--- config.mk ---
export PLATFORM = sky130hd
export DESIGN_NAME = mpsd_controller
export DESIGN_NICKNAME = d
export VERILOG_FILES = /design/src/sv/mpsd_pkg.sv /design/src/sv/mpsd_controller.sv
export SDC_FILE = /design/constraint.sdc
export NUM_CORES = 1
export LEC_CHECK = 0
export ABC_AREA = 1
export BUFFER_PORTS_ARGS = -buffer_cell sky130_fd_sc_hd__buf_2
export CAP_MARGIN = 20
export CORE_AREA = 2 2 39 41
export CTS_CLUSTER_DIAMETER = 200
export DETAILED_ROUTE_END_ITERATION = 8
export DIE_AREA = 0 0 41 43
export GPL_TIMING_DRIVEN = 0
export PLACE_DENSITY = 0.66
export SLEW_MARGIN = 20
export SYNTH_ARGS = -nofsm -noshare
export SYNTH_HDL_FRONTEND = slang
export SYNTH_SLANG_ARGS = --single-unit
--- constraint.sdc ---
create_clock -name clk -period 3.5 [get_ports clk]
set_input_delay 0.35 -clock clk [delete_from_list [all_inputs] [get_ports clk]]
set_output_delay 0.35 -clock clk [all_outputs]
set_load 0.02 [all_outputs]
--- src/sv/mpsd_pkg.sv ---
`timescale 1ns / 1ps
`default_nettype none
// ----------------------------------------------------------------------------
// mpsd_pkg
// Shared types and constants of the multitap pitch shift delay.
// ----------------------------------------------------------------------------
package mpsd_pkg;

    localparam int LINE_DEPTH_DEF = 8192;
    localparam int MAX_TAPS_DEF   = 8;

    localparam int SAMPLE_W   = 16;
    localparam int FRAC_W     = 16;
    localparam int LL_W       = 14;
    localparam int TS_W       = 13;
    localparam int TC_W       = 4;
    localparam int RS_W       = 18;
    localparam int ES_W       = 25;
    localparam int FG_W       = 16;
    localparam int OS_W       = 16;
    localparam int CFG_IDX_W  = 3;
    localparam int CFG_DATA_W = 25;

    localparam logic [LL_W-1:0] LL_RST = 14'd2160;
    localparam logic [TS_W-1:0] TS_RST = 13'd1080;
    localparam logic [TC_W-1:0] TC_RST = 4'd2;
    localparam logic [RS_W-1:0] RS_RST = 18'd131072;
    localparam logic [ES_W-1:0] ES_RST = 25'd15534;
    localparam logic [FG_W-1:0] FG_RST = 16'd0;
    localparam logic [OS_W-1:0] OS_RST = 16'd8192;

    localparam logic [ES_W-1:0] WEIGHT_MAX = 25'h100_0000;

    typedef enum logic [CFG_IDX_W-1:0] {
        CFG_LINE_LENGTH    = 3'd0,
        CFG_TAP_SPACING    = 3'd1,
        CFG_TAP_COUNT      = 3'd2,
        CFG_READ_STEP      = 3'd3,
        CFG_ENVELOPE_SLOPE = 3'd4,
        CFG_FEEDBACK_GAIN  = 3'd5,
        CFG_OUTPUT_SCALE   = 3'd6
    } cfg_idx_t;

    typedef enum logic [4:0] {
        OP_NONE,
        OP_CLEAR,
        OP_START,
        OP_DIV_STEP,
        OP_SET_RPI,
        OP_SET_SPM,
        OP_RDA,
        OP_RDB,
        OP_MUL1,
        OP_MUL2,
        OP_MUL3,
        OP_ACC,
        OP_FIN1,
        OP_FIN2,
        OP_FIN3,
        OP_SET_RP,
        OP_OUT_LOAD
    } op_t;

    typedef enum logic [4:0] {
        ST_CLEAR,
        ST_IDLE,
        ST_DIV_RP,
        ST_SET_RPI,
        ST_DIV_SP,
        ST_SET_SPM,
        ST_TAP_A,
        ST_TAP_B,
        ST_MUL1,
        ST_MUL2,
        ST_MUL3,
        ST_ACC,
        ST_FIN1,
        ST_FIN2,
        ST_FIN3,
        ST_DIV_NRP,
        ST_SET_RP,
        ST_EMIT
    } state_t;

    typedef struct packed {
        op_t op;
    } cmd_t;

    typedef struct packed {
        logic clear_last;
        logic div_last;
        logic tap_last;
        logic out_free;
    } status_t;

endpackage
`default_nettype wire

--- src/sv/mpsd_controller.sv ---
`timescale 1ns / 1ps
`default_nettype none
// ----------------------------------------------------------------------------
// mpsd_controller
// Sequencer: clearing pass, pointer reduction, per-tap steps, finish, emit.
// ----------------------------------------------------------------------------
module mpsd_controller (
    input  wire logic             clk,
    input  wire logic             rst_n,
    input  wire logic             in_valid,
    output logic                  in_stall,
    input  wire mpsd_pkg::status_t status,
    output mpsd_pkg::cmd_t        cmd
);

    mpsd_pkg::state_t state_reg;
    mpsd_pkg::state_t state_next;

    always_ff @(posedge clk or negedge rst_n)
    begin
        if (!rst_n)
        begin
            state_reg <= mpsd_pkg::ST_CLEAR;
        end
        else
        begin
            state_reg <= state_next;
        end
    end

    always_comb
    begin
        state_next = state_reg;
        cmd.op     = mpsd_pkg::OP_NONE;
        in_stall   = 1'b1;
        unique case (state_reg)
            mpsd_pkg::ST_CLEAR:
            begin
                cmd.op = mpsd_pkg::OP_CLEAR;
                if (status.clear_last)
                begin
                    state_next = mpsd_pkg::ST_IDLE;
                end
            end
            mpsd_pkg::ST_IDLE:
            begin
                in_stall = 1'b0;
                if (in_valid)
                begin
                    cmd.op     = mpsd_pkg::OP_START;
                    state_next = mpsd_pkg::ST_DIV_RP;
                end
            end
            mpsd_pkg::ST_DIV_RP:
            begin
                cmd.op = mpsd_pkg::OP_DIV_STEP;
                if (status.div_last)
                begin
                    state_next = mpsd_pkg::ST_SET_RPI;
                end
            end
            mpsd_pkg::ST_SET_RPI:
            begin
                cmd.op     = mpsd_pkg::OP_SET_RPI;
                state_next = mpsd_pkg::ST_DIV_SP;
            end
            mpsd_pkg::ST_DIV_SP:
            begin
                cmd.op = mpsd_pkg::OP_DIV_STEP;
                if (status.div_last)
                begin
                    state_next = mpsd_pkg::ST_SET_SPM;
                end
            end
            mpsd_pkg::ST_SET_SPM:
            begin
                cmd.op     = mpsd_pkg::OP_SET_SPM;
                state_next = mpsd_pkg::ST_TAP_A;
            end
            mpsd_pkg::ST_TAP_A:
            begin
                cmd.op     = mpsd_pkg::OP_RDA;
                state_next = mpsd_pkg::ST_TAP_B;
            end
            mpsd_pkg::ST_TAP_B:
            begin
                cmd.op     = mpsd_pkg::OP_RDB;
                state_next = mpsd_pkg::ST_MUL1;
            end
            mpsd_pkg::ST_MUL1:
            begin
                cmd.op     = mpsd_pkg::OP_MUL1;
                state_next = mpsd_pkg::ST_MUL2;
            end
            mpsd_pkg::ST_MUL2:
            begin
                cmd.op     = mpsd_pkg::OP_MUL2;
                state_next = mpsd_pkg::ST_MUL3;
            end
            mpsd_pkg::ST_MUL3:
            begin
                cmd.op     = mpsd_pkg::OP_MUL3;
                state_next = mpsd_pkg::ST_ACC;
            end
            mpsd_pkg::ST_ACC:
            begin
                cmd.op     = mpsd_pkg::OP_ACC;
                state_next = status.tap_last ? mpsd_pkg::ST_FIN1 : mpsd_pkg::ST_TAP_A;
            end
            mpsd_pkg::ST_FIN1:
            begin
                cmd.op     = mpsd_pkg::OP_FIN1;
                state_next = mpsd_pkg::ST_FIN2;
            end
            mpsd_pkg::ST_FIN2:
            begin
                cmd.op     = mpsd_pkg::OP_FIN2;
                state_next = mpsd_pkg::ST_FIN3;
            end
            mpsd_pkg::ST_FIN3:
            begin
                cmd.op     = mpsd_pkg::OP_FIN3;
                state_next = mpsd_pkg::ST_DIV_NRP;
            end
            mpsd_pkg::ST_DIV_NRP:
            begin
                cmd.op = mpsd_pkg::OP_DIV_STEP;
                if (status.div_last)
                begin
                    state_next = mpsd_pkg::ST_SET_RP;
                end
            end
            mpsd_pkg::ST_SET_RP:
            begin
                cmd.op     = mpsd_pkg::OP_SET_RP;
                state_next = mpsd_pkg::ST_EMIT;
            end
            mpsd_pkg::ST_EMIT:
            begin
                if (status.out_free)
                begin
                    cmd.op     = mpsd_pkg::OP_OUT_LOAD;
                    state_next = mpsd_pkg::ST_IDLE;
                end
            end
            default:
            begin
                state_next = mpsd_pkg::ST_IDLE;
            end
        endcase
    end

endmodule
`default_nettype wire

==> results.tsv <==
stage	metric	value	unit
logic_synthesis	largest area contributor in the netlist	dfrtp_1	
floorplanning	core area	1380	µm²
sta	Rel. slew slack	0.789	
worst_setup_path	CP Capture Type	primary output	
cells_and_area	Final Util	0.529	
logic_synthesis	Synth Area in Adders	0	
pwr	power after layout	0.000816	W
sta	Final min period	2.03	ns
detailed_routing	Vias	724	
logic_synthesis	post-synthesis cell count	107	
worst_setup_path	CP Capture Point	cmd[1]	
logic_synthesis	number of synthesized flops with an enable pin	0	
worst_setup_path	peak fanout along the critical path	5	
detailed_routing	DR DRC count	0	
clock_tree	Max clock buf depth	2	
global_routing	first-pass GRT wire length	2.55	mm
worst_setup_path	CP required	3.15	ns
detailed_routing	detailed-route wire length per cell	11.3	µm
clock_tree	clk_lat worst skew	0.23	ns
worst_setup_path	CP max-delay cell	dfrtp_1	
worst_setup_path	worst flop-to-flop path endpoint	state_reg[0]	
pwr	Leak Pwr	0.418	nW
logic_synthesis	Synth Area in Compound Gates	0.165	
clock_tree	CTS Buf Count	3	
logic_synthesis	yosys warns	0	
logic_synthesis	register area share after synthesis	0.203	
pwr	P_int	0.000339	W
hold_path	hold crit path type	in2reg	
global_routing	GRT Util Overall	0.208	
logic_synthesis	Synth Area in Simple Gates	0.498	
worst_setup_path	arrival time at the worst endpoint	1.68	ns
cells_and_area	final net count	132	
global_routing	initial antenna violation count	0	
worst_setup_path	Worst path depth	6	
detailed_routing	Iter 0 DRT Violations	40	
worst_setup_path	Worst R2R Path Depth	10	
logic_synthesis	Mapped Avg Cell Area	5.75	µm²
floorplanning	Die H	43	µm
logic_synthesis	main flop type after synthesis	dfrtp_1	
detailed_routing	Total Wirelength	1.58	mm
logic_synthesis	main combinational cell family by area after synthesis	simple AND/OR/NAND/NOR gates	
global_routing	grt ovf	0	
cells_and_area	max reg flops	5	
clock_tree	Clock Sinks	5	
cells_and_area	share of post-route cells with drive strength above 1	0.258	
sta	measured slew at the worst slew-check pin	0.315	ns
cells_and_area	fill count	151	
worst_setup_path	r2r startpoint	state_reg[2]	
worst_setup_path	critical path's largest stage delay	0.43	ns
run_status	status	completed	
logic_synthesis	Cell variety after synth	23	
sta	RSZ-0062 raised after global routing	no	
worst_setup_path	crit path from	state_reg[2]	
worst_setup_path	Setup CP Type	reg2out	
run	max cap viols	0	
pwr	PwrDens	1110	nW/µm²
clock_tree	clock root buffer	clkbuf_4	
clock_tree	Setup Buffers After CTS	0	
pwr	clock share of power	0.077	
sta	final worst slack	1.47	ns
logic_synthesis	synthesized area	616	µm²
cells_and_area	diode count	0	
pwr	Switch Pwr	0.000477	W
logic_synthesis	post-synthesis register bit count	5	
sta	Highest Clock Rate	0.493	GHz
worst_setup_path	CP bufs+invs	1	
floorplanning	Die W	41	µm
logic_synthesis	multiplexer share of the synthesized area	0	
logic_synthesis	Syn Nets	114	
pwr	worst IR drop on VDD	0.000527	V
logic_synthesis	xor/xnor share of the synthesized area	0	
sta	fin crit share	0.580	
worst_setup_path	CP delay by family, top	simple AND/OR/NAND/NOR gates	
pwr	sequential share of power	0.140	
worst_setup_path	startpoint class of the critical path	flop	
detailed_routing	Detail Route Antenna Nets	0	
pwr	sw frac	0.585	
detailed_routing	DR vias/cell	5.17	
logic_synthesis	fraction of synthesis flops using an asynchronous set or reset pin	1.00	
sta	Final Skew	0.00164	ns
global_routing	vias in the first global route	621	
sta	Final Hold Viols	0	
clock_tree	CTS tree	built	
sta	setup TNS	0	ns
placed_design	routability cong.	0.867	
logic_synthesis	cell with the most instances after synthesis	nand2_1	
logic_synthesis	Synth area leaders	dfrtp_1 20%, nand2_1 15%, inv_1 10%	
logic_synthesis	Post-synth top cells	25 x nand2_1, 17 x inv_1, 15 x nor2_1	
placed_design	dpl ws	1.74	ns
clock_tree	CTS clk-pin slew, worst paths	0.04	ns
sta	Slew Limit Fails	0	
floorplanning	site row count	14	
pwr	Comb pwr share	0.782	
cells_and_area	P&R area growth vs syn	18.9	%
logic_synthesis	post-synth top area share	0.203	
placed_design	PortBufs	12	
detailed_routing	DRT Pass-1 Iters	5	
sta	endpoints failing setup	0	
worst_setup_path	crit-path cells	nor2_1 -> nand2_1 -> nor2_2 -> a21oi_2 -> o2111ai_1 -> buf_2	
placed_design	post-DP HPWL	1.32	mm
sta	hold_ws	0.342	ns
worst_setup_path	R2R Setup Slk	1.91	ns
global_routing	largest net degree at the start of global routing	10	
floorplanning	DIE AREA	1760	µm²
floorplanning	Initial Utilization	0.445	
floorplanning	io pins	13	
clock_tree	htree depth	1	
-- cell usage in the layout (no fill, tap or decap) --
master and instances:
buf_4 1, buf_2 12, clkbuf_4 3, nor2_1 15
nand3b_1 1, o22ai_1 1, nand3_1 5, dfrtp_1 5
nor3_1 2, nand2_2 4, nand4_1 2, nand3_2 1
o2111ai_1 2, inv_2 3, inv_1 17, nand2_4 1
a21oi_1 6, nor4_1 1, nor2_2 5, o21ai_0 6
clkbuf_1 1, nor2_4 1, nand2_1 25, o221ai_1 1
a21oi_2 1, or2_1 1, dlygate4sd3_1 1
-- cell type report --
cell class / instances / area (µm²) / area share
inverters: 20 / 75.1 / 0.103
flip-flops and latches: 5 / 125 / 0.171
clock buffers: 4 / 26.3 / 0.0359
multi-input cells: 81 / 408 / 0.557
well taps: 16 / 20.0 / 0.0274
plain buffers: 1 / 7.51 / 0.0103
repair buffers: 13 / 70.1 / 0.0957
-- power groups by stage --
stage	clock network (W)	logic [W]	registers, W
after CTS	0.0000657	0.000635	0.000114
after floorplan	0	0.000486	0.000109
after global placement	0	0.000630	0.000115
final	0.0000632	0.000638	0.000115
after detailed placement	0	0.000633	0.000114
after global routing	0.0000711	0.000717	0.000118
-- routing by layer --
layer	global-route usage	wire [µm]	up-vias
met2	0.331	747	34
met4	0.0400	0	0
met3	0.0314	108	0
met5	0	0	-
met1	0.287	725	314
li1	-	-	376
-- worst min-delay path by stage --
stage                    from            to  slack, ns  depth (start not counted)
floorplan               rst_n  state_reg[0]       0.05                          0
global placement        rst_n  state_reg[3]       0.16                          1
detailed placement      rst_n  state_reg[2]       0.17                          1
CTS                 status[2]  state_reg[3]       0.35                          2
global route        status[2]  state_reg[3]       0.38                          2
finish              status[2]  state_reg[3]       0.34                          2
-- cells by family after synthesis --
| logic type | Yosys count |
|---|---|
| AND/OR/NAND/NOR | 64 |
| flip-flops | 5 |
| AO/OA/AOI/OAI | 17 |
| buffers and inverters | 21 |
-- worst register-to-register path, cell delays in order (launching register included) --
cell     delay [ns]
dfrtp_1        0.43
nor2_1         0.30
nand2_1        0.16
nor2_2         0.20
nor2_1         0.09
nand2_1        0.06
nor2_1         0.04
nand2_1        0.07
nand2_1        0.04
nand2_1        0.06
nand2_1        0.04
-- metrics by stage --
stage,std cells,cell area [µm²]
final,140,732
after global routing,140,732
after CTS,140,732
after detailed placement,135,696
after global placement,135,696
after floorplan,107,616
-- repair_timing --
action / 4_1_cts / 5_1_grt
resized for setup: 0 / 0
hold buffers: 1 / 0
hold endpoints to repair: 5 / 0
No activity file was read; power rests on OpenSTA's default activity.
